### config.mk
export PLATFORM = sky130hd
export DESIGN_NAME = pci_host_bridge_config_space
export DESIGN_NICKNAME = d
export VERILOG_FILES = /design/src/rtl/phbcs_pkg.sv /design/src/rtl/phbcs_ram.sv /design/src/rtl/pci_host_bridge_config_space.sv
export VERILOG_INCLUDE_DIRS = /design/src /design/src/rtl
export SDC_FILE = /design/constraint.sdc
export NUM_CORES = 2
export LEC_CHECK = 0
export BUFFER_PORTS_ARGS = -buffer_cell sky130_fd_sc_hd__buf_2
export CORE_MARGIN = 3
export CORE_UTILIZATION = 55
export DETAILED_ROUTE_END_ITERATION = 16
export HOLD_SLACK_MARGIN = 0.03
export PLACE_DENSITY_LB_ADDON = 0.15
export SYNTH_ARGS = -nofsm -noshare
export SYNTH_HDL_FRONTEND = slang
export SYNTH_SLANG_ARGS = --single-unit
### constraint.sdc
create_clock -name clk -period 15.15 [get_ports clk]
set_clock_uncertainty 0.15 [all_clocks]
set_input_delay 2.2725 -clock clk [delete_from_list [all_inputs] [get_ports clk]]
set_output_delay 2.2725 -clock clk [all_outputs]
set_load 0.01 [all_outputs]
### src/rtl/pci_host_bridge_config_space_defines.svh
// Assertion macros shared by the bridge RTL.
// Each macro places one labeled concurrent assertion, clocked on the rising edge
// and disabled while the asynchronous reset is asserted.
`ifndef PCI_HOST_BRIDGE_CONFIG_SPACE_DEFINES_SVH
`define PCI_HOST_BRIDGE_CONFIG_SPACE_DEFINES_SVH

`ifndef SYNTH
// Same-cycle implication.
`define PHBCS_ASSERT_IMP(label, clk, rst_n, ante, cons) \
	label: assert property (@(posedge clk) disable iff (!rst_n) (ante) |-> (cons)) \
		else $error("%m: implication check failed");
// Next-cycle implication.
`define PHBCS_ASSERT_NXT(label, clk, rst_n, ante, cons) \
	label: assert property (@(posedge clk) disable iff (!rst_n) (ante) |=> (cons)) \
		else $error("%m: next-cycle check failed");
`else
`define PHBCS_ASSERT_IMP(label, clk, rst_n, ante, cons)
`define PHBCS_ASSERT_NXT(label, clk, rst_n, ante, cons)
`endif

`endif

### src/rtl/phbcs_pkg.sv
`default_nettype none

package phbcs_pkg;

	// Request codes.
	localparam logic [1:0] REQ_PORT_READ  = 2'd0;
	localparam logic [1:0] REQ_PORT_WRITE = 2'd1;
	localparam logic [1:0] REQ_SEG_QUERY  = 2'd2;

	// Port offset of the address port relative to the base port.
	localparam logic [2:0] PORT_ADDRESS = 3'd0;
	localparam logic [2:0] PORT_DATA0   = 3'd4;

	localparam logic [2:0] LEN_DWORD = 3'd4;

	localparam logic [31:0] ALL_ONES       = 32'hFFFF_FFFF;
	localparam logic [31:0] CA_MATCH_MASK  = 32'h80FF_0000;
	localparam logic [31:0] CA_MATCH_VALUE = 32'h8000_0000;

	// Special offsets in the configuration space.
	localparam logic [7:0] OFF_COMMAND   = 8'h04;
	localparam logic [7:0] OFF_STATUS_LO = 8'h06;
	localparam logic [7:0] OFF_CACHE_LS  = 8'h0C;
	localparam logic [7:0] OFF_PAM0      = 8'h59;
	localparam logic [7:0] OFF_PAM1      = 8'h5A;
	localparam logic [7:0] OFF_BAR_FIRST = 8'h10;
	localparam logic [7:0] OFF_BAR_END   = 8'h34;

	localparam logic [7:0] CMD_KEEP_MASK = 8'h40;
	localparam logic [7:0] CMD_FORCED    = 8'h06;

	typedef enum logic [2:0] {
		S_IDLE,
		S_DISPATCH,
		S_RISSUE,
		S_RWAIT,
		S_WRITE,
		S_DONE
	} phbcs_state_t;

	// Power-on contents of the configuration space.
	function automatic logic [7:0] cfg_reset_byte(input logic [7:0] off);
		logic [7:0] b;
		unique case (off)
			8'h00:   b = 8'h86;
			8'h01:   b = 8'h80;
			8'h02:   b = 8'h37;
			8'h03:   b = 8'h12;
			8'h04:   b = 8'h06;
			8'h06:   b = 8'h80;
			8'h07:   b = 8'h02;
			8'h0B:   b = 8'h06;
			8'h51:   b = 8'h01;
			8'h53:   b = 8'h80;
			8'h57:   b = 8'h01;
			8'h58:   b = 8'h10;
			default: b = 8'h00;
		endcase
		return b;
	endfunction

endpackage

`default_nettype wire

### src/rtl/phbcs_ram.sv
`default_nettype none

module phbcs_ram #(
	parameter int unsigned WIDTH = 8,
	parameter int unsigned DEPTH = 256,
	localparam int unsigned AW = $clog2(DEPTH)
) (
	input  wire logic             clk,
	input  wire logic             we,
	input  wire logic [AW-1:0]    waddr,
	input  wire logic [WIDTH-1:0] wdata,
	input  wire logic             re,
	input  wire logic [AW-1:0]    raddr,
	output logic      [WIDTH-1:0] rdata
);

	logic [WIDTH-1:0] mem [DEPTH];

	always_ff @(posedge clk) begin
		if (we) begin
			mem[waddr] <= wdata;
		end
		if (re) begin
			rdata <= mem[raddr];
		end
	end

endmodule

`default_nettype wire

### src/rtl/pci_host_bridge_config_space.sv
// Items are worked one at a time; the next item is taken the cycle after the result is
// registered. The configuration RAM is accessed one byte at a time.
// Reset clears the address register and the 256 per-byte valid bits at once, so the
// configuration space reads its power-on values immediately; there is no clearing pass.
`default_nettype none

`include "pci_host_bridge_config_space_defines.svh"

module pci_host_bridge_config_space (
	input  wire logic        clk,
	input  wire logic        arst_n,
	input  wire logic        in_valid,
	output logic             in_ready,
	input  wire logic [1:0]  req_type,
	input  wire logic [2:0]  port_offset,
	input  wire logic [2:0]  access_len,
	input  wire logic [31:0] wdata,
	input  wire logic [19:0] mem_addr,
	output logic             out_valid,
	input  wire logic        out_ready,
	output logic [31:0]      rdata,
	output logic             error,
	output logic             seg_read_dram,
	output logic             seg_write_dram
);

	import phbcs_pkg::*;

	// Sequencer state.
	phbcs_state_t state_q, state_d;

	// The request being worked on, captured at the input transfer.
	logic [1:0]  req_q;
	logic [2:0]  port_q;
	logic [2:0]  len_q;
	logic [31:0] wdata_q;
	logic [19:0] addr_q;

	// Architectural address register (the value written at the address port).
	logic [31:0] config_address_q;

	// Byte walk: base register number and byte counter. The counter only needs to
	// reach 3; after the last byte of a four-byte access it wraps, which is harmless.
	logic [7:0] reg_q;
	logic [1:0] cnt_q;
	logic       nib_q;

	// Result being assembled and the output register that holds a finished result
	// until the downstream side takes the transfer.
	logic [31:0] res_rdata_q;
	logic        res_err_q, res_rd_q, res_wr_q;
	logic        out_valid_q;
	logic [31:0] out_rdata_q;
	logic        out_err_q, out_rd_q, out_wr_q;

	// Configuration space storage: a 256-byte RAM plus one valid bit per byte. A byte
	// that has never been written reads back its power-on value from the package.
	logic [255:0] valid_q;
	logic         ram_we, ram_re;
	logic [7:0]   ram_waddr, ram_raddr, ram_wdata, ram_rdata;
	logic         rd_vld_s1;
	logic [7:0]   rd_init_s1;

	phbcs_ram #(
		.WIDTH(8),
		.DEPTH(256)
	) u_cfg_ram (
		.clk  (clk),
		.we   (ram_we),
		.waddr(ram_waddr),
		.wdata(ram_wdata),
		.re   (ram_re),
		.raddr(ram_raddr),
		.rdata(ram_rdata)
	);

	// ------------------------------------------------------------------
	// Decode of the captured request. This is evaluated in the dispatch cycle.
	// ------------------------------------------------------------------
	logic       is_port, is_read, bridge_hit, len_ok, data_go, wr_pass, seg_hit, last_byte;
	logic [7:0] data_reg, byte_addr, wr_byte, rd_byte;
	logic [2:0] cnt_ext;

	assign is_port    = (req_q == REQ_PORT_READ) || (req_q == REQ_PORT_WRITE);
	assign is_read    = (req_q == REQ_PORT_READ);
	// The bridge answers only when enabled, on bus 0, at device 0 function 0.
	assign bridge_hit = ((config_address_q & CA_MATCH_MASK) == CA_MATCH_VALUE)
	                    && (config_address_q[15:8] == 8'h00);
	assign len_ok     = (len_q != 3'd0) && (len_q <= LEN_DWORD);
	assign data_go    = is_port && (port_q >= PORT_DATA0) && len_ok && bridge_hit;
	// Register number: dword-aligned address plus the byte lane of the data port.
	assign data_reg   = {config_address_q[7:2], 2'b00} + {6'b0, port_q[1:0]};
	// Write filter on the starting register: identity, revision, class code and header type
	// bytes and the BAR window reject the entire transfer.
	assign wr_pass    = (((data_reg >= 8'h04) && (data_reg <= 8'h07)) || (data_reg == 8'h0C)
	                    || (data_reg == 8'h0D) || (data_reg > 8'h0E))
	                    && !((data_reg >= OFF_BAR_FIRST) && (data_reg < OFF_BAR_END));
	// Segments C0000 and up are covered by the attribute bytes.
	assign seg_hit    = (addr_q[19:18] == 2'b11);

	// Shared byte address adder used by both the read and the write walk.
	assign byte_addr  = reg_q + {6'b0, cnt_q};
	assign cnt_ext    = {1'b0, cnt_q};
	assign last_byte  = ((cnt_ext + 3'd1) == len_q);

	// Data byte returned by the RAM, with never-written bytes showing their reset value.
	assign rd_byte    = rd_vld_s1 ? ram_rdata : rd_init_s1;

	// Current write lane; the command register keeps only one writable bit.
	always_comb begin
		wr_byte = wdata_q[{cnt_q, 3'b000} +: 8];
		if (byte_addr == OFF_COMMAND) begin
			wr_byte = (wr_byte & CMD_KEEP_MASK) | CMD_FORCED;
		end
	end

	// ------------------------------------------------------------------
	// Next state.
	// ------------------------------------------------------------------
	always_comb begin
		state_d = state_q;
		unique case (state_q)
			S_IDLE: begin
				if (in_valid) begin
					state_d = S_DISPATCH;
				end
			end
			S_DISPATCH: begin
				if (req_q == REQ_SEG_QUERY && seg_hit) begin
					state_d = S_RISSUE;
				end else if (data_go && is_read) begin
					state_d = S_RISSUE;
				end else if (data_go && wr_pass) begin
					state_d = S_WRITE;
				end else begin
					state_d = S_DONE;
				end
			end
			S_RISSUE: state_d = S_RWAIT;
			S_RWAIT: begin
				if (req_q == REQ_SEG_QUERY || last_byte) begin
					state_d = S_DONE;
				end else begin
					state_d = S_RISSUE;
				end
			end
			S_WRITE: begin
				if (last_byte) begin
					state_d = S_DONE;
				end
			end
			S_DONE: begin
				if (!out_valid_q || out_ready) begin
					state_d = S_IDLE;
				end
			end
			default: state_d = S_IDLE;
		endcase
	end

	// ------------------------------------------------------------------
	// Sequencer outputs: handshake and RAM controls.
	// ------------------------------------------------------------------
	always_comb begin
		in_ready  = 1'b0;
		ram_re    = 1'b0;
		ram_raddr = byte_addr;
		ram_we    = 1'b0;
		ram_waddr = byte_addr;
		ram_wdata = wr_byte;
		unique case (state_q)
			S_IDLE:   in_ready = 1'b1;
			S_RISSUE: ram_re = 1'b1;
			// Status low byte and the cache line size byte are silently skipped.
			S_WRITE:  ram_we = (byte_addr != OFF_STATUS_LO) && (byte_addr != OFF_CACHE_LS);
			default: begin
			end
		endcase
	end

	always_ff @(posedge clk or negedge arst_n) begin
		if (!arst_n) begin
			state_q <= S_IDLE;
		end else begin
			state_q <= state_d;
		end
	end

	// Valid bits for the configuration bytes.
	always_ff @(posedge clk or negedge arst_n) begin
		if (!arst_n) begin
			valid_q <= '0;
		end else if (ram_we) begin
			valid_q[ram_waddr] <= 1'b1;
		end
	end

	// Valid bit and power-on value travel alongside the registered RAM read.
	always_ff @(posedge clk) begin
		if (ram_re) begin
			rd_vld_s1  <= valid_q[ram_raddr];
			rd_init_s1 <= cfg_reset_byte(ram_raddr);
		end
	end

	always_ff @(posedge clk or negedge arst_n) begin
		if (!arst_n) begin
			config_address_q <= '0;
		end else if (state_q == S_DISPATCH && is_port && port_q == PORT_ADDRESS
		             && len_q == LEN_DWORD && !is_read) begin
			config_address_q <= wdata_q;
		end
	end

	// ------------------------------------------------------------------
	// Datapath registers.
	// ------------------------------------------------------------------
	always_ff @(posedge clk) begin
		unique case (state_q)
			S_IDLE: begin
				if (in_valid) begin
					req_q   <= req_type;
					port_q  <= port_offset;
					len_q   <= access_len;
					wdata_q <= wdata;
					addr_q  <= mem_addr;
				end
			end
			S_DISPATCH: begin
				cnt_q       <= 2'd0;
				res_err_q   <= 1'b0;
				res_rd_q    <= 1'b0;
				res_wr_q    <= 1'b0;
				res_rdata_q <= is_read ? ALL_ONES : 32'h0;
				nib_q       <= 1'b0;
				reg_q       <= data_reg;
				if (is_port) begin
					if (port_q == PORT_ADDRESS) begin
						if (len_q != LEN_DWORD) begin
							res_err_q <= 1'b1;
						end else if (is_read) begin
							res_rdata_q <= config_address_q;
						end
					end else if (port_q < PORT_DATA0) begin
						res_err_q <= 1'b1;
					end else if (data_go && is_read) begin
						// Bytes beyond the access length read as zero.
						res_rdata_q <= 32'h0;
					end
				end else if (req_q == REQ_SEG_QUERY) begin
					if (!seg_hit) begin
						res_err_q <= 1'b1;
					end else if (addr_q[19:16] == 4'hF) begin
						// The upper BIOS segment is governed by the high nibble.
						reg_q <= OFF_PAM0;
						nib_q <= 1'b1;
					end else begin
						// Two 16 KiB segments per attribute byte, low one in the low nibble.
						reg_q <= OFF_PAM1 + {5'b0, addr_q[17:15]};
						nib_q <= addr_q[14];
					end
				end else begin
					res_rdata_q <= ALL_ONES;
					res_err_q   <= 1'b1;
				end
			end
			S_RWAIT: begin
				if (req_q == REQ_SEG_QUERY) begin
					res_rd_q <= rd_byte[{nib_q, 2'b00}];
					res_wr_q <= rd_byte[{nib_q, 2'b01}];
				end else begin
					res_rdata_q[{cnt_q, 3'b000} +: 8] <= rd_byte;
					cnt_q <= cnt_q + 2'd1;
				end
			end
			S_WRITE: cnt_q <= cnt_q + 2'd1;
			default: begin
			end
		endcase
	end

	// Output register: filled in the done state once the previous result has left.
	always_ff @(posedge clk or negedge arst_n) begin
		if (!arst_n) begin
			out_valid_q <= 1'b0;
		end else if (state_q == S_DONE && (!out_valid_q || out_ready)) begin
			out_valid_q <= 1'b1;
		end else if (out_ready) begin
			out_valid_q <= 1'b0;
		end
	end

	always_ff @(posedge clk) begin
		if (state_q == S_DONE && (!out_valid_q || out_ready)) begin
			out_rdata_q <= res_rdata_q;
			out_err_q   <= res_err_q;
			out_rd_q    <= res_rd_q;
			out_wr_q    <= res_wr_q;
		end
	end

	assign out_valid      = out_valid_q;
	assign rdata          = out_rdata_q;
	assign error          = out_err_q;
	assign seg_read_dram  = out_rd_q;
	assign seg_write_dram = out_wr_q;

	// ------------------------------------------------------------------
	// Assertions.
	// ------------------------------------------------------------------
	`PHBCS_ASSERT_NXT(a_busy_after_take, clk, arst_n, in_valid && in_ready, !in_ready)
	`PHBCS_ASSERT_IMP(a_no_ro_write, clk, arst_n, ram_we, ram_waddr != OFF_STATUS_LO && ram_waddr != OFF_CACHE_LS)
	`PHBCS_ASSERT_IMP(a_cmd_forced, clk, arst_n, ram_we && ram_waddr == OFF_COMMAND, (ram_wdata & ~(CMD_KEEP_MASK | CMD_FORCED)) == 8'h00 && (ram_wdata & CMD_FORCED) == CMD_FORCED)
	`PHBCS_ASSERT_IMP(a_walk_in_len, clk, arst_n, (state_q == S_RWAIT || state_q == S_WRITE) && req_q != REQ_SEG_QUERY, cnt_ext < len_q)

endmodule

`default_nettype wire

# Word-level counts from Yosys, hierarchy flattened
# Memory sizes are Yosys's and may differ from the RTL's. A register that Yosys moved wholly into a read port is not among the register bits.
# Cells that the tools add are included.
# classes
n_shift	3
n_lt_le_gt_ge	12
n_reduce_logical	45
n_mux	54
n_eq_ne	33
div_mod_pow	0
add_sub_neg	6
multipliers	0
n_bitwise	3
# op_table
cell	count
32-bit two-way mux	9
256-bit OR	1
32-bit case mux with 2 select lines	1
8-bit case mux with 8 select lines	1
8-bit two-way mux	6
32-bit bitwise mux	1
8-bit by 7-bit == test with 1-bit output, second input constant	4
8-bit by 7-bit variable shift with 32-bit output, first input constant	1
32-bit by 6-bit indexed part select with 8-bit output	1
8-bit by 7-bit indexed part select with 32-bit output	1
8-bit by 3-bit == test with 1-bit output, second input constant	3
8-bit by 4-bit == test with 1-bit output, second input constant	3
1-bit two-way mux	23
1-bit logical AND	18
3-bit two-way mux	6
3-bit case mux with 6 select lines	1
8-bit by 2-bit adder with 8-bit output	2
8-bit by 2-bit == test with 1-bit output, second input constant	2
8-bit logical NOT	2
3-bit == test, second input constant	3
9-bit == test, second input constant	1
8-bit by 9-bit < comparator with 1-bit output, second input constant	1
7-bit by 3-bit adder with 8-bit output, first input constant	1
1-bit binary-select mux with 8-bit select	1
40 further kinds	63
# totals
ram_bits	2048
romBits	0
out_inout_bits	37
word_cells	179
register_bits	442
in_bits	64
memories	1
latchBits	0
# mem_list
memory	words	width	rd	rd_clocked_by_memory_dff	write_ports	line_no	rtl
u_cfg_ram.mem	256	8	1	1	1	phbcs_ram.sv:17	logic [WIDTH-1:0] mem [DEPTH];

# Depth between registers and ports, before layout
# depth
word_depth	12
ltp_mapped	14

# Hierarchy
# A second synthesis with hierarchy kept.
# hier_totals
hier_cells	5002
hier_area_um2	97999.0
# by_module_without_submodules
mod	n_inst	area_per_inst_um2	cells_per_inst
phbcs_ram	1	79636.4	3733
pci_host_bridge_config_space	1	18362.6	1269

# Worst setup path before layout
# Ideal clock, no wire load.
# synth_timing
path_type	flip-flop to flip-flop
start	register cnt_q[0]
end	memory u_cfg_ram.mem[0][0], data pin
path_stages_with_launch	12
setup_time_ps	1462
setup_slack_ps	4708
t_arrival_ps	8829
t_required_ps	13538
path_buffers	5
path_cell_list	edfxtp_1 > ha_1 > fa_1 > buf_2 > clkbuf_1 > buf_2 > buf_2 > buf_2 > nor2_1 > nand2_1 > nor2_1 > nor2b_1
# synth_between
elab_chain_cells	3
# synth_lines
element	line_no	rtl
from (decl)	pci_host_bridge_config_space.sv:45	logic [1:0] cnt_q;
from (signal assigned)	pci_host_bridge_config_space.sv:273	cnt_q <= cnt_q + 2'd1;
from (signal assigned)	pci_host_bridge_config_space.sv:276	S_WRITE: cnt_q <= cnt_q + 2'd1;
8-bit by 2-bit adder with 8-bit output	pci_host_bridge_config_space.sv:102	assign byte_addr = reg_q + {6'b0, cnt_q};
8-bit by 3-bit == test with 1-bit output	pci_host_bridge_config_space.sv:112	if (byte_addr == OFF_COMMAND) begin
8-bit two-way mux *	pci_host_bridge_config_space.sv:112	
net ram_wdata[0]	pci_host_bridge_config_space.sv:60	logic [7:0] ram_waddr, ram_raddr, ram_wdata, ram_rdata;
to (decl)	phbcs_ram.sv:17	
# Mark *: on every way through the listed nets, which the timed path passes. The rest lies on a longest branch.

# Worst setup path in the final report
# layout_timing
start	register cnt_q[1]
end	register u_cfg_ram.rdata[4], read port of u_cfg_ram.mem, data pin
# layout_between
elab_chain_cells	1
# layout_lines
element	line_no	rtl
8-bit by 2-bit adder with 8-bit output	pci_host_bridge_config_space.sv:102	
to (decl)	phbcs_ram.sv:14	output logic [WIDTH-1:0] rdata
# No other way between the ends.
# A chain may end at the register's enable or synchronous reset.

==> reports/qor.csv <==
metric,value,unit
status,"complete, no violations",
initial core utilization,55.7,%
top cell type's share of synthesized area,67.4,%
"delay-heaviest family, CP",buffers and inverters,
vias in the first global route,51010,
Slew Limit Headroom,8.35,%
LEAKAGE,36.1,nW
largest net degree at the start of global routing,178,
main area contributors after synthesis,"edfxtp_1, mux4_2, dfrtp_1",
Mapped Avg Cell Area,18.3,um^2
Clock Latency Late Sink,0.86,ns
Final Setup Violations,0,
Non-Filler Instances,7941,
final core utilization,62.0,%
Post-DRT Antenna Nets,0,
min Tclk post-route,6.69,ns
layout cells sized above 1,21.4,%
die height,427,um
DR iter-0 viols,5878,
Clock Pin Slew Worst Setup and Hold Paths,0.07,ns
gr usage total,26.0,%
most frequent cells in the layout,"edfxtp_1, nand2_1, mux4_2",
Main synth FF type,edfxtp_1,
pwr dens,223,mW/mm^2
CTS Root Cell,clkbuf_16,
Crit. End Element,flip-flop,
Bufs on Longest Clock Path,3,
maxcap violations,0,
max-slew violations,0,
ys async rst share,11.8,%
RSZ-0062 raised after global routing,false,
Switch Pwr,8.49,mW
Stages on worst setup path,10,
Int Pwr,15.7,mW
Final #Nets,5479,
CP max FO,64,
reg2reg path depth,10,
CTS Hold Bufs,0,
total design power,24.2,mW
Post-CTS Setup Bufs,0,
initial antenna violation count,6,
Worst Tran Pin Value,1.37,ns
Area growth syn-to-layout,11.2,%
worst-path cell chain,"fa_4, buf_4, buf_4, buf_4, mux4_2, nand2_1, nand3_1, nand3_1, a41oi_1, or4_1",
H-tree depth,4,
Via density,6.34,
gr ovfl total,0,
final setup TNS,0,ns
Sw Ratio,35.0,%
Reg power frac,38.1,%
Sink Count,2482,
Worst path most repeated cell,buf_4,
Synth area leader,edfxtp_1,
Worst Hold Class,reg2reg,
max incr delay on CP,1.30,ns
"most common cell after layout, fill and taps aside",edfxtp_1,
Port Buffers,86,
warnings from Yosys,0,
CORE AREA,0.175,mm^2
routed len/inst,29.4,um
CP startpoint kind,flip-flop,
cts repair resizes,0,
"Worst Path Class, Setup",reg2reg,
Worst EP arrival,7.14,ns
CP required,15.61,ns
CP max stage cell,fa_4,
Placed Cells,7489,
hpwl dp,129,mm
FMAX,149,MHz
Fin. Hold Viols,0,
peak supply drop,234,uV
number of synthesized flops with an enable pin,2190,
#FFs+latches synth,2482,
Mapped Cells,5338,
synthesized cell area,0.0976,mm^2
post-synthesis sequential area ratio,74.8,%
CP Buf/Inv Count,3,
Placer Congestion,0.815,
CTS Buf Count,240,
Die X,427,um
part of the power in the clock network,24.9,%
DRC,0,
CTS tree,built,
Gate power share,37.0,%
via count,50353,
crit share post-route,44.2,%
final hold slack,0.221,ns
die area,0.183,mm^2
FP Rows,153,
total I/O pin count,101,
distinct cell type count after synthesis,57,
first-pass GRT wire length,346,mm
Total Routed Length,233,mm
drt first pass iters,5,
Hold Crit Depth,0,
==> cell families (layout without fill, tap and decap cells) <==
group / count (synthesis) / after routing / synth area share (%)
XOR/XNOR: 12 / 12 / 0.108
flip-flops: 2482 / 2482 / 74.8
AO/OA/AOI/OAI: 399 / 399 / 2.93
multiplexers: 626 / 626 / 14.0
buffers and inverters: 375 / 634 / 1.67
AND/OR/NAND/NOR: 1434 / 1434 / 6.35
other: 1 / 20 / 0.00384
adder cells (fa/ha/maj): 9 / 9 / 0.123
==> metal layers <==
metal / wire length, um / global-route usage, % / share of wire [%] / vias to the layer above
met5: 11 / 0 / 0.0047 / -
met4: 6300 / 7.75 / 2.7 / 2
met3: 18000 / 4.56 / 7.7 / 337
met2: 111000 / 40.3 / 48 / 2094
met1: 97700 / 38.5 / 42 / 26751
li1: - / - / - / 21169
==> power groups by stage <==
| stage | Combinational, mW | Clock (mW) | Sequential (mW) |
|---|---|---|---|
| finish | 8.97 | 6.03 | 9.23 |
| global placement | 8.91 | 0 | 9.34 |
| floorplan | 5.95 | 0 | 9.55 |
| global route | 9.62 | 6.40 | 9.26 |
| detailed placement | 9.04 | 0 | 9.35 |
| CTS | 9.06 | 6.11 | 9.22 |
==> synth_stat cells, types with 8 or more instances <==
| master | instances |
|---|---|
| buf_2 | 149 |
| a41oi_1 | 32 |
| a21oi_1 | 11 |
| nand2b_1 | 13 |
| mux2_2 | 33 |
| nand3_1 | 438 |
| ha_1 | 8 |
| edfxtp_1 | 2190 |
| o21ai_0 | 68 |
| mux4_2 | 586 |
| nor2_1 | 280 |
| clkbuf_1 | 180 |
| a21o_1 | 34 |
| or4_1 | 9 |
| or2_1 | 22 |
| or2_2 | 14 |
| nand2_1 | 615 |
| dfrtp_1 | 292 |
| o21bai_1 | 224 |
| buf_1 | 35 |
| nor2b_1 | 12 |
==> worst paths after layout <==
kind | startpoint | endpoint | slack, ns
min in group asynchronous | arst_n | valid_q[12] | 1.28
max | cnt_q[1] | u_cfg_ram.rdata[4] | 8.46
min | valid_q[6] | valid_q[6] | 0.22
max in group asynchronous | arst_n | valid_q[185] | 10.29
min reg2reg | valid_q[6] | valid_q[6] | 0.22
max reg2reg | cnt_q[1] | u_cfg_ram.rdata[4] | 8.46
==> stage by stage <==
step | setup WS, ns | cell area [um^2]
after global placement | 8.41 | 101000
after global routing | 8.02 | 109000
final | 8.46 | 109000
after detailed placement | 8.39 | 101000
after CTS | 8.39 | 109000
after floorplan | 4.71 | 97700
==> flip-flops by register name, summed over array words and instances, names as in the netlist, 8 cells and up <==
register,count
u_cfg_ram.mem,2048
reg_q,8
res_rdata_q,32
valid_q,256
config_address_q,32
wdata_q,32
u_cfg_ram.rdata,8
rdata,32
==> area by class of cell <==
cell class / count / area (um^2)
clock inverters: 125 / 1350
inverters: 5 / 18.8
repair buffers: 181 / 1250
clock buffers: 323 / 6670
multi-input cells: 2496 / 23300
well taps: 2325 / 2910
diodes: 4 / 10.0
fillers: 12235 / 66600
flip-flops and latches: 2482 / 73100
==> worst register-to-register path, stage by stage (launching register included) <==
cell and delay, ns:
edfxtp_1 0.69, fa_4 1.30, buf_4 0.57, buf_4 0.75, buf_4 0.88, mux4_2 0.47, nand2_1 0.12, nand3_1 0.12
nand3_1 0.29, a41oi_1 0.46, or4_1 0.64
Note: power is estimated with default switching activity, not from simulation.
